### src/orle_pkg.sv
`timescale 1ns / 1ps
package orle_pkg;
   localparam int Depth = 32;
   localparam int IdxW = $clog2(Depth);
   localparam int CntW = $clog2(Depth + 1);
   localparam int KeyW = 32;
   localparam int YearW = 16;
   localparam int RecW = KeyW + YearW;
   localparam int OutLimit = 32;

   localparam logic [2:0] CMD_INS_HEAD = 3'd0;
   localparam logic [2:0] CMD_INS_POS = 3'd1;
   localparam logic [2:0] CMD_INS_TAIL = 3'd2;
   localparam logic [2:0] CMD_FIND = 3'd3;
   localparam logic [2:0] CMD_DELETE = 3'd4;
   localparam logic [2:0] CMD_SORT = 3'd5;
   localparam logic [2:0] CMD_LIST = 3'd6;

   localparam logic [1:0] ST_OK = 2'd0;
   localparam logic [1:0] ST_FULL = 2'd1;
   localparam logic [1:0] ST_MISS = 2'd2;
   localparam logic [1:0] ST_EMPTY = 2'd3;

   typedef enum logic [3:0] {
      S_IDLE, S_SHIFT_RD, S_SHIFT_WR, S_PUT, S_SRCH_RD, S_SRCH_CHK,
      S_DEL_RD, S_DEL_WR, S_SORT_RDI, S_SORT_RDJ, S_SORT_CMP, S_SORT_WRJ,
      S_LIST_RD, S_LIST_OUT, S_RESP
   } state_type;

   typedef struct packed {
      logic ld_req;
      logic [1:0] addr_sel;   // 0 ptr_i, 1 ptr_j, 2 ptr_i-1, 3 ptr_i+1
      logic we;
      logic [1:0] wd_sel;     // 0 request, 1 rdata, 2 hold reg, 3 i hold reg
      logic hold_ld;
      logic hold_i_ld;
      logic i_ld_zero;
      logic i_ld_cnt;
      logic i_ld_ins;
      logic i_inc;
      logic i_dec;
      logic j_ld;
      logic j_inc;
      logic cnt_inc;
      logic cnt_dec;
      logic rsp_ld;
      logic [1:0] rsp_status;
      logic rsp_rec;          // 1 take record, 0 zero
      logic rsp_from_req;
      logic rsp_last;
   } ctl_type;

   typedef struct packed {
      logic [2:0] cmd;
      logic full;
      logic empty;
      logic i_at_end;       // ptr_i == count
      logic i_le_ins;       // ptr_i <= insert index
      logic i_next_end;     // ptr_i + 1 >= count
      logic j_at_end;
      logic i_last_list;
      logic key_hit;
      logic less;
      logic rsp_busy;
   } sts_type;
endpackage

### src/orle_ram.sv
`timescale 1ns / 1ps
module orle_ram #(
   parameter int Width = 8,
   parameter int Depth = 32
) (
   input  logic clock,
   input  logic we,
   input  logic [$clog2(Depth)-1:0] waddr,
   input  logic [Width-1:0] wdata,
   input  logic [$clog2(Depth)-1:0] raddr,
   output logic [Width-1:0] rdata
);
   logic [Width-1:0] mem [Depth];
   // A read of the address being written returns the new word.
   always_ff @(posedge clock) begin
      if (we) mem[waddr] <= wdata;
      if (we && waddr == raddr) rdata <= wdata;
      else rdata <= mem[raddr];
   end
endmodule

### src/orle_datapath.sv
`timescale 1ns / 1ps
module orle_datapath import orle_pkg::*; (
   input  logic clock,
   input  logic reset,
   input  ctl_type ctl,
   output sts_type sts,
   input  logic [2:0] req_cmd,
   input  logic signed [KeyW-1:0] req_key,
   input  logic [YearW-1:0] req_year,
   input  logic [7:0] req_position,
   input  logic rsp_stall,
   output logic rsp_valid,
   output logic [1:0] rsp_status,
   output logic signed [KeyW-1:0] rsp_found_key,
   output logic [YearW-1:0] rsp_found_year,
   output logic [4:0] rsp_entry_index,
   output logic rsp_last
);
   logic [2:0] cmd_ff;
   logic [KeyW-1:0] key_ff;
   logic [YearW-1:0] year_ff;
   logic [CntW-1:0] ins_ff, ins_in;
   logic [CntW-1:0] cnt_ff, i_ff, j_ff;
   logic [RecW-1:0] hold_ff, hold_i_ff, rdata, wdata;
   logic [IdxW-1:0] addr;
   logic [CntW-1:0] a_full;
   logic v_ff;
   logic [1:0] st_ff;
   logic [KeyW-1:0] k_ff;
   logic [YearW-1:0] y_ff;
   logic [4:0] x_ff;
   logic l_ff;
   logic [8:0] after;
   logic [CntW-1:0] lim;

   always_comb begin
      after = (req_position == 8'd0) ? 9'd0 : {1'b0, req_position} - 9'd1;
      if (cnt_ff == '0 || req_cmd == CMD_INS_HEAD) ins_in = '0;
      else if (req_cmd == CMD_INS_TAIL) ins_in = cnt_ff;
      else if (after > 9'(cnt_ff - 1'b1)) ins_in = cnt_ff;
      else ins_in = CntW'(after + 9'd1);
   end

   always_ff @(posedge clock) begin
      if (reset) cnt_ff <= '0;
      else if (ctl.cnt_inc) cnt_ff <= cnt_ff + 1'b1;
      else if (ctl.cnt_dec) cnt_ff <= cnt_ff - 1'b1;
      if (ctl.ld_req) begin
         cmd_ff <= req_cmd; key_ff <= req_key; year_ff <= req_year;
         ins_ff <= ins_in;
      end
      if (ctl.i_ld_zero) i_ff <= '0;
      else if (ctl.i_ld_cnt) i_ff <= cnt_ff;
      else if (ctl.i_ld_ins) i_ff <= ins_ff;
      else if (ctl.i_inc) i_ff <= i_ff + 1'b1;
      else if (ctl.i_dec) i_ff <= i_ff - 1'b1;
      if (ctl.j_ld) j_ff <= i_ff + 1'b1;
      else if (ctl.j_inc) j_ff <= j_ff + 1'b1;
      if (ctl.hold_ld) hold_ff <= rdata;
      if (ctl.hold_i_ld) hold_i_ff <= rdata;
   end

   always_comb begin
      case (ctl.addr_sel)
         2'd0: a_full = i_ff;
         2'd1: a_full = j_ff;
         2'd2: a_full = i_ff - 1'b1;
         default: a_full = i_ff + 1'b1;
      endcase
      addr = a_full[IdxW-1:0];
      case (ctl.wd_sel)
         2'd0: wdata = {key_ff, year_ff};
         2'd1: wdata = rdata;
         2'd2: wdata = hold_ff;
         default: wdata = hold_i_ff;
      endcase
   end

   orle_ram #(.Width(RecW), .Depth(Depth)) u_ram (
      .clock(clock), .we(ctl.we), .waddr(addr), .wdata(wdata),
      .raddr(addr), .rdata(rdata)
   );

   always_comb begin
      lim = (cnt_ff > CntW'(OutLimit)) ? CntW'(OutLimit) : cnt_ff;
      sts.cmd = cmd_ff;
      sts.full = (cnt_ff == CntW'(Depth));
      sts.empty = (cnt_ff == '0);
      sts.i_at_end = (i_ff == cnt_ff);
      sts.i_le_ins = (i_ff <= ins_ff);
      sts.i_next_end = ((i_ff + 1'b1) >= cnt_ff);
      sts.j_at_end = (j_ff >= cnt_ff);
      sts.i_last_list = ((i_ff + 1'b1) == lim);
      sts.key_hit = (rdata[RecW-1:YearW] == key_ff);
      sts.less = $signed(rdata[RecW-1:YearW]) < $signed(hold_i_ff[RecW-1:YearW]);
      sts.rsp_busy = v_ff && rsp_stall;
   end

   always_ff @(posedge clock) begin
      if (reset) v_ff <= 1'b0;
      else if (ctl.rsp_ld) v_ff <= 1'b1;
      else if (!rsp_stall) v_ff <= 1'b0;
      if (ctl.rsp_ld) begin
         st_ff <= ctl.rsp_status;
         l_ff <= ctl.rsp_last;
         if (ctl.rsp_from_req) begin
            k_ff <= key_ff; y_ff <= year_ff; x_ff <= ins_ff[4:0];
         end else if (ctl.rsp_rec) begin
            k_ff <= rdata[RecW-1:YearW]; y_ff <= rdata[YearW-1:0];
            x_ff <= i_ff[4:0];
         end else begin
            k_ff <= '0; y_ff <= '0; x_ff <= '0;
         end
      end
   end

   assign rsp_valid = v_ff;
   assign rsp_status = st_ff;
   assign rsp_found_key = k_ff;
   assign rsp_found_year = y_ff;
   assign rsp_entry_index = x_ff;
   assign rsp_last = l_ff;
endmodule

### src/orle_ctrl.sv
`timescale 1ns / 1ps
module orle_ctrl import orle_pkg::*; (
   input  logic clock,
   input  logic reset,
   input  logic req_valid,
   output logic req_stall,
   input  sts_type sts,
   output ctl_type ctl
);
   state_type state_ff, state_in;

   always_ff @(posedge clock) begin
      if (reset) state_ff <= S_IDLE;
      else state_ff <= state_in;
   end

   always_comb begin
      state_in = state_ff;
      ctl = '0;
      req_stall = 1'b1;
      case (state_ff)
         S_IDLE: begin
            req_stall = 1'b0;
            if (req_valid) begin
               ctl.ld_req = 1'b1;
               ctl.i_ld_zero = 1'b1;
               state_in = S_RESP;
            end
         end
         S_RESP: begin
            // Dispatch on the latched command.
            case (sts.cmd)
               CMD_INS_HEAD, CMD_INS_POS, CMD_INS_TAIL: begin
                  if (sts.full) begin
                     if (!sts.rsp_busy) begin
                        ctl.rsp_ld = 1'b1; ctl.rsp_status = ST_FULL;
                        ctl.rsp_last = 1'b1; state_in = S_IDLE;
                     end
                  end else begin
                     ctl.i_ld_cnt = 1'b1; state_in = S_SHIFT_RD;
                  end
               end
               CMD_FIND, CMD_DELETE: begin
                  if (sts.cmd == CMD_DELETE && sts.empty) begin
                     if (!sts.rsp_busy) begin
                        ctl.rsp_ld = 1'b1; ctl.rsp_status = ST_EMPTY;
                        ctl.rsp_last = 1'b1; state_in = S_IDLE;
                     end
                  end else state_in = S_SRCH_RD;
               end
               CMD_SORT: state_in = S_SORT_RDI;
               CMD_LIST: begin
                  if (sts.empty) begin
                     if (!sts.rsp_busy) begin
                        ctl.rsp_ld = 1'b1; ctl.rsp_status = ST_EMPTY;
                        ctl.rsp_last = 1'b1; state_in = S_IDLE;
                     end
                  end else state_in = S_LIST_RD;
               end
               default: state_in = S_IDLE;
            endcase
         end
         S_SHIFT_RD: begin
            // Move entries up one slot, from the tail down to the insert point.
            if (sts.i_le_ins) begin
               ctl.i_ld_ins = 1'b1; state_in = S_PUT;
            end else begin
               ctl.addr_sel = 2'd2; state_in = S_SHIFT_WR;
            end
         end
         S_SHIFT_WR: begin
            ctl.addr_sel = 2'd0; ctl.we = 1'b1; ctl.wd_sel = 2'd1;
            ctl.i_dec = 1'b1; state_in = S_SHIFT_RD;
         end
         S_PUT: begin
            if (!sts.rsp_busy) begin
               ctl.addr_sel = 2'd0; ctl.we = 1'b1; ctl.wd_sel = 2'd0;
               ctl.cnt_inc = 1'b1;
               ctl.rsp_ld = 1'b1; ctl.rsp_status = ST_OK; ctl.rsp_from_req = 1'b1;
               ctl.rsp_last = 1'b1; state_in = S_IDLE;
            end
         end
         S_SRCH_RD: begin
            if (sts.i_at_end) begin
               if (!sts.rsp_busy) begin
                  ctl.rsp_ld = 1'b1; ctl.rsp_status = ST_MISS;
                  ctl.rsp_last = 1'b1; state_in = S_IDLE;
               end
            end else begin
               ctl.addr_sel = 2'd0; state_in = S_SRCH_CHK;
            end
         end
         S_SRCH_CHK: begin
            if (!sts.key_hit) begin
               ctl.i_inc = 1'b1; state_in = S_SRCH_RD;
            end else if (!sts.rsp_busy) begin
               ctl.rsp_ld = 1'b1; ctl.rsp_status = ST_OK; ctl.rsp_rec = 1'b1;
               ctl.rsp_last = 1'b1;
               state_in = (sts.cmd == CMD_DELETE) ? S_DEL_RD : S_IDLE;
            end else begin
               ctl.addr_sel = 2'd0;   // keep the read word stable
            end
         end
         S_DEL_RD: begin
            if (sts.i_next_end) begin
               ctl.cnt_dec = 1'b1; state_in = S_IDLE;
            end else begin
               ctl.addr_sel = 2'd3; state_in = S_DEL_WR;
            end
         end
         S_DEL_WR: begin
            ctl.addr_sel = 2'd0; ctl.we = 1'b1; ctl.wd_sel = 2'd1;
            ctl.i_inc = 1'b1; state_in = S_DEL_RD;
         end
         S_SORT_RDI: begin
            if (sts.i_at_end) begin
               if (!sts.rsp_busy) begin
                  ctl.rsp_ld = 1'b1; ctl.rsp_status = ST_OK;
                  ctl.rsp_last = 1'b1; state_in = S_IDLE;
               end
            end else begin
               ctl.addr_sel = 2'd0; ctl.j_ld = 1'b1; state_in = S_SORT_RDJ;
            end
         end
         S_SORT_RDJ: begin
            // The i word arrives now; it is the running minimum for slot i.
            ctl.hold_i_ld = 1'b1;
            if (sts.j_at_end) begin
               ctl.i_inc = 1'b1; state_in = S_SORT_RDI;
            end else begin
               ctl.addr_sel = 2'd1; state_in = S_SORT_CMP;
            end
         end
         S_SORT_CMP: begin
            if (sts.less) begin
               ctl.hold_ld = 1'b1;
               ctl.addr_sel = 2'd1; ctl.we = 1'b1; ctl.wd_sel = 2'd3;
               state_in = S_SORT_WRJ;
            end else begin
               ctl.j_inc = 1'b1; state_in = S_SORT_RDJ;
               ctl.addr_sel = 2'd0;
            end
         end
         S_SORT_WRJ: begin
            // hold_ff has the j word; swap: j <- old i, i <- j word.
            ctl.addr_sel = 2'd0; ctl.we = 1'b1; ctl.wd_sel = 2'd2;
            ctl.j_inc = 1'b1; state_in = S_SORT_RDJ;
         end
         S_LIST_RD: begin
            ctl.addr_sel = 2'd0; state_in = S_LIST_OUT;
         end
         S_LIST_OUT: begin
            ctl.addr_sel = 2'd0;
            if (!sts.rsp_busy) begin
               ctl.rsp_ld = 1'b1; ctl.rsp_status = ST_OK; ctl.rsp_rec = 1'b1;
               ctl.rsp_last = sts.i_last_list;
               if (sts.i_last_list) state_in = S_IDLE;
               else begin
                  ctl.i_inc = 1'b1; state_in = S_LIST_RD;
               end
            end
         end
         default: state_in = S_IDLE;
      endcase
   end
endmodule

### src/ordered_record_list_engine.sv
`timescale 1ns / 1ps
// Ordered list of up to Depth records (signed key, year) in a single-port-style
// RAM walked by a controller one entry at a time. An item shifts, searches or
// lists entries one by one; a sort visits every (i, j) pair for each i.
// Every word on the rsp_ channel is held in an output register, and a new
// req_ word is taken only when the previous command is complete.
module ordered_record_list_engine import orle_pkg::*; (
   input  logic clock,
   input  logic reset,
   input  logic req_valid,
   output logic req_stall,
   input  logic [2:0] req_cmd,
   input  logic signed [31:0] req_key,
   input  logic [15:0] req_year,
   input  logic [7:0] req_position,
   output logic rsp_valid,
   input  logic rsp_stall,
   output logic [1:0] rsp_status,
   output logic signed [31:0] rsp_found_key,
   output logic [15:0] rsp_found_year,
   output logic [4:0] rsp_entry_index,
   output logic rsp_last
);
   ctl_type ctl;
   sts_type sts;

   orle_ctrl u_ctrl (
      .clock(clock), .reset(reset), .req_valid(req_valid),
      .req_stall(req_stall), .sts(sts), .ctl(ctl)
   );

   orle_datapath u_dp (
      .clock(clock), .reset(reset), .ctl(ctl), .sts(sts),
      .req_cmd(req_cmd), .req_key(req_key), .req_year(req_year),
      .req_position(req_position), .rsp_stall(rsp_stall),
      .rsp_valid(rsp_valid), .rsp_status(rsp_status),
      .rsp_found_key(rsp_found_key), .rsp_found_year(rsp_found_year),
      .rsp_entry_index(rsp_entry_index), .rsp_last(rsp_last)
   );
endmodule

### config.mk
export PLATFORM = sky130hd
export DESIGN_NAME = ordered_record_list_engine
export DESIGN_NICKNAME = d
export VERILOG_FILES = /design/src/orle_pkg.sv /design/src/orle_ram.sv /design/src/orle_datapath.sv /design/src/orle_ctrl.sv /design/src/ordered_record_list_engine.sv
export SDC_FILE = /design/constraint.sdc
export NUM_CORES = 2
export LEC_CHECK = 0
export ABC_AREA = 0
export ABC_CLOCK_PERIOD_IN_PS = 7300
export BUFFER_PORTS_ARGS = -buffer_cell sky130_fd_sc_hd__buf_2
export CORE_ASPECT_RATIO = 0.7
export CORE_UTILIZATION = 45
export DETAILED_ROUTE_END_ITERATION = 16
export SYNTH_ARGS = -nofsm -noshare
export SYNTH_HDL_FRONTEND = slang
export SYNTH_HIERARCHICAL = 1
export SYNTH_SLANG_ARGS = --single-unit
### constraint.sdc
create_clock -name clock -period 7.3 [get_ports clock]
set_clock_uncertainty 0.15 [all_clocks]
set_input_delay 0.365 -clock clock [delete_from_list [all_inputs] [get_ports clock]]
set_output_delay 0.365 -clock clock [all_outputs]
set_load 0.1 [all_outputs]
# Word-level counts from Yosys, hierarchy flattened
# Memory sizes are Yosys's and may differ from the RTL's. A register that Yosys moved wholly into a read port is not among the register bits.
# Cells that the tools add are included.
# word_totals
register_bits	232
ram_bits	1536
in_bits	63
out_inout_bits	58
word_cells	180
memories	1
# mem_list
memory	depth	width	rd	rd_ports_with_merged_regs	write_ports	line_no	source
u_dp.u_ram.mem	32	48	1	1	1	orle_ram.sv:13	logic [Width-1:0] mem [Depth];
# classes
addsub	8
n_lt_le_gt_ge	6
eq_ne	33
muxes	98
reduce_logical	18
# op_table
op	count
$pmux 48 s3	1
$mux 6	11
$mux 32	2
$pmux 4 s15	1
$mux 4	14
$mux 1	36
$mux 3	12
$eq 32x32->1	1
$lt 32x32->1	1
$mux 16	2
$eq 4x4->1 const B	7
$add 6x1->6 const B	4
$pmux 3 s6	1
$eq 4x3->1 const B	4
$pmux 4 s4	1
$pmux 5 s3	1
$eq 6x6->1	2
$ge 6x6->1	2
$pmux 3 s4	1
$sub 6x1->6 const B	2
$mux 2	5
$mux 5	2
$pmux 2 s5	1
$eq 3x2->1 const B	3
other kinds (33)	46

# Logic depth before layout (Yosys ltp)
# depth
word_depth	9
ltp_mapped	25
depth_no_buf	20

# Cells and area by module
# Netlist, hierarchy kept.
# modules_own_cells
mod	n_inst	cells_per_inst	area_each_um2	seq_area_each_um2
orle_ram	1	3321	59863.7	46224.3
orle_datapath	1	938	12014.0	6716.4
orle_ctrl	1	136	927.1	80.1

# Worst setup path before layout
# OpenSTA, ideal clock, no wires.
# synth_timing
kind	register to register
startpoint	register with a tool-made name
endpoint	memory u_dp/u_ram/mem[28][0] (netlist name) (enable)
setup_time_ns	0.454
arrival_time_ns	6.887
t_required_ns	6.696
setup_slack_ns	-0.191
stages_incl_launch_ff	25
path_buffers	6
synth_period_minus_slack_ns	7.491
path_cell_list	dfxtp_1 > buf_4 > buf_8 > buf_6 > buf_6 > mux2i_1 > a22oi_1 > a31oi_1 > nand3_1 > ha_1 > or3_1 > a221oi_1 > o21ai_0 > a311o_1 > and2_1 > a211oi_1 > a2bb2oi_1 > o22ai_1 > clkbuf_1 > nor2_1 > a22oi_1 > o21ai_0 > or3b_2 > clkbuf_1 > nor2_1
# synth_rtl
element	line_no
end: declaration	orle_ram.sv:13

==> impl_metrics.ini <==
[layout]
diodes = 0
multiInputGateArea_um2 = 18400
postLayoutCoreUtil_pct = 51.8
nFillCells = 13100
stdcell_count = 6955
final-seq-area_um2 = 53000
layout-drive-gt1-share_pct = 14.3
syn_to_final_growth_pct = 14.3
nNetsFinal = 4841
fin_area_um2 = 83200

[routing]
first_pass_iters = 6
met1_length_um = 87400
viasPerCell = 5.84
wl_per_cell_um = 27.1
drt_iter0_markers = 4703
wirelength_um = 188000
top_layer_used = met5
drc = 0
vias = 40600
antenna_left = 0
met2_length_um = 84500
wl_met3_um = 13400

[yosys]
synthSimpleGateAreaFrac_pct = 4.41
yosys-top-cells-area = edfxtp_1 (72%), mux2i_1 (11%), a22oi_1 (1.5%), mux4_2 (1.5%), nand2_1 (1.4%)
ys.flop_type = edfxtp_1
seq_area_frac_synth_pct = 72.8
synthCells = 4395
ys_top_cells_by_count = edfxtp_1 (1,751), mux2i_1 (780), nand2_1 (274), a21oi_1 (187), nand3_1 (163)
synth_top_family_by_area = multiplexers
avgSynthCellArea_um2 = 16.6
synthArstFlopShare_pct = 0
netlist_area_um2 = 72800
ys_ff_latch = 1773
yosysTopAreaCellShare_pct = 72.2
yosysMostFrequentCell = edfxtp_1
synth_top_area_cell = edfxtp_1
synth.net_count = 4528
synthMuxAreaShare_pct = 12.3
ys_warn_count = 6
synth_compound_area_share_pct = 5.99
synth-edff-count = 1751
synth_cell_types = 84
synth_xor_area_share_pct = 0.830
synth_adder_area_share_pct = 1.23

[worst_setup_path]
crit_top_cell = buf_4
critical-path-slowest-cell = or3b_2
path_cells = and2_4 > buf_4 > a22o_1 > nor3_1 > a31oi_1 > nand3_1 > ha_1 > a21oi_1 > a21oi_1 > o21ai_0 > o211ai_1 > a211oi_1 > buf_4 > a2bb2oi_1 > o22ai_1 > buf_4 > mux2i_1 > o22ai_1 > nand2_1 > nand2_1 > or3b_2 > nor2_4 > buf_12
max_stage_delay_ns = 0.65
cp_data_required_time_ns = 7.60
crit_family = compound AO/OA/AOI/OAI gates
start_kind = flip-flop
end_kind = flip-flop
worst-setup-path-type = reg2reg
worstPathArrival_ns = 7.30
crit_buf_inv = 4
crit_path_max_fanout = 44

[sta]
timing.final.crit_share_pct = 95.9
relSlewSlack_pct = 26.9
fmax_mhz = 143
period_needed_ns = 7.00
final-setup-viol-count = 0
rsz0062_at_grt = no
finalHoldViolations = 0
final_max_slew_viol_count = 0
worst_slew_pin_slew_ns = 1.10

[global_route]
antenna_found_initial = 3
grt_overflow_total = 0
grt_pass1_vias = 38700
grt_max_degree = 103
grt_pass1_wl_um = 274000
grt_usage_pct = 22.9

[floorplanning]
die_h_um = 339
fp.dieW_um = 483
ios = 121
start_util_pct = 45.3
dieArea_um2 = 163000
design.core.area_um2 = 161000
num_rows = 123

[worst_hold_path]
hp-class = in2reg

[clock_network]
cts_tree = yes
cts_sinks = 1773
clkLatencyLatePin_ns = 0.79
clk_pin_slew_worst_paths_ns = 0.06
cts-root-buf = clkbuf_16
cts_setup_buffers = 0
cts_buffers = 160
htreeDepth = 4
clock_path_buffers = 3

[status]
status = finished, final reports clean

[pwr]
power_density_nw_per_um2 = 401
vdd_drop_max_uv = 292
p_leak_nw = 28.1

[place]
dp_cells = 6616
place_area_um2 = 77700
gp_congestion = 0.868
port_buffers = 120
dp_hpwl_um = 116000

[job]
maxCapViolCount = 0
## per-stage QoR
stage | hold slack, ns | worst slack, ns | power [mW] | setup TNS (ns)
final | 0.0580 | 0.300 | 33.4 | 0
after global placement | 0.392 | 0.473 | 25.3 | 0
after detailed placement | 0.393 | 0.289 | 25.4 | 0
after global routing | 0.0708 | 0.00304 | 34.6 | 0
after floorplan | 0.284 | -0.191 | 21.0 | -72.16
after CTS | 0.00192 | 0.238 | 33.5 | 0
## cell families after synthesis
| family | count (synthesis) |
|---|---|
| fa+ha+maj | 71 |
| xor+xnor | 69 |
| buf+inv | 314 |
| mux | 833 |
| simple gates | 688 |
| compound gates | 647 |
| flops | 1773 |
## registers in the layout (all words and copies together), names as in the netlist, 5 cells and up, named ones only
signal / cells
u_dp/hold_ff: 48
u_dp/ins_ff: 6
u_dp/hold_i_ff: 48
u_dp/j_ff: 6
u_dp/i_ff: 6
u_dp/rsp_found_key: 32
u_dp/rsp_found_year: 16
u_dp/u_ram/mem: 1536
u_dp/cnt_ff: 6
u_dp/key_ff: 32
u_dp/rsp_entry_index: 5
u_dp/year_ff: 16
## cell type report
class / instances / share of cell area [%]
clock inverter: 88 / 0.881
timing repair buffer: 399 / 4.76
inverter: 66 / 0.298
multi-input combinational: 2308 / 22.1
clock buffer: 196 / 5.08
tap: 2125 / 3.20
sequential: 1773 / 63.7
## worst paths after layout
kind | from | to | slack [ns] | cells after the start
worst max-delay path | flip-flop | u_dp/u_ram/mem[9][35] | 0.30 | 23
worst min-delay path | req_position[0] | u_dp/ins_ff[3] | 0.06 | 4
worst max register to register | flip-flop | u_dp/u_ram/mem[9][35] | 0.30 | 23
worst min register to register | u_dp/year_ff[1] | u_dp/rsp_found_year[1] | 0.42 | 2
## worst register-to-register path: stages, from the launching register on
cell	delay, ns
dfxtp_1	0.47
and2_4	0.37
buf_4	0.57
a22o_1	0.28
nor3_1	0.06
a31oi_1	0.31
nand3_1	0.37
ha_1	0.43
a21oi_1	0.18
a21oi_1	0.16
o21ai_0	0.42
o211ai_1	0.18
a211oi_1	0.30
buf_4	0.20
a2bb2oi_1	0.06
o22ai_1	0.19
buf_4	0.23
mux2i_1	0.20
o22ai_1	0.09
nand2_1	0.10
nand2_1	0.22
or3b_2	0.65
nor2_4	0.19
buf_12	0.25
## per-layer routing
layer	vias up	global-route usage (%)
met5	-	0
met4	2	5.01
met3	182	3.18
met2	1573	34.0
met1	20900	35.8
li1	17900	-
## timing repair
item | in CTS | in global routing
gates resized for setup | 0 | 0
hold endpoints to repair | 64 | 0
hold buffers | 55 | 0
## cells in the final DEF, fill, tap and decap left out, types with 6 or more instances in the layout
master	Yosys	layout
edfxtp_1	1751	1751
a21o_1	22	22
o211ai_1	7	7
buf_4	44	134
a22oi_1	146	146
o21a_1	6	6
dlygate4sd3_1	0	55
nand2b_1	11	9
mux4_2	48	48
a21oi_1	187	187
a22o_1	109	109
clkbuf_1	87	32
nand3_1	163	163
a31oi_1	54	54
buf_12	0	90
nor2_4	0	39
dfxtp_1	22	21
o22ai_1	8	8
nand4_1	13	13
clkinv_1	0	31
nor2_1	92	53
nor4_1	15	15
nand2_1	274	273
inv_1	65	65
ha_1	69	69
clkbuf_16	0	164
clkinv_2	0	31
nor3_1	61	61
o21ai_0	63	63
xnor2_1	26	26
mux2i_1	780	780
buf_2	52	120
bufinv_16	0	9
xor2_1	43	43
a211oi_1	13	13
nand3b_1	9	9
## power by group
part / switching (mW) / total (mW) / leakage (nW) / internal (mW)
registers: 0.337 / 13.8 / 16.0 / 13.5
clock network: 3.69 / 8.14 / 2.43 / 4.44
logic: 7.81 / 11.4 / 9.71 / 3.61
total: 11.8 / 33.4 / 28.1 / 21.5
Note: power is estimated with default switching activity, not from simulation.
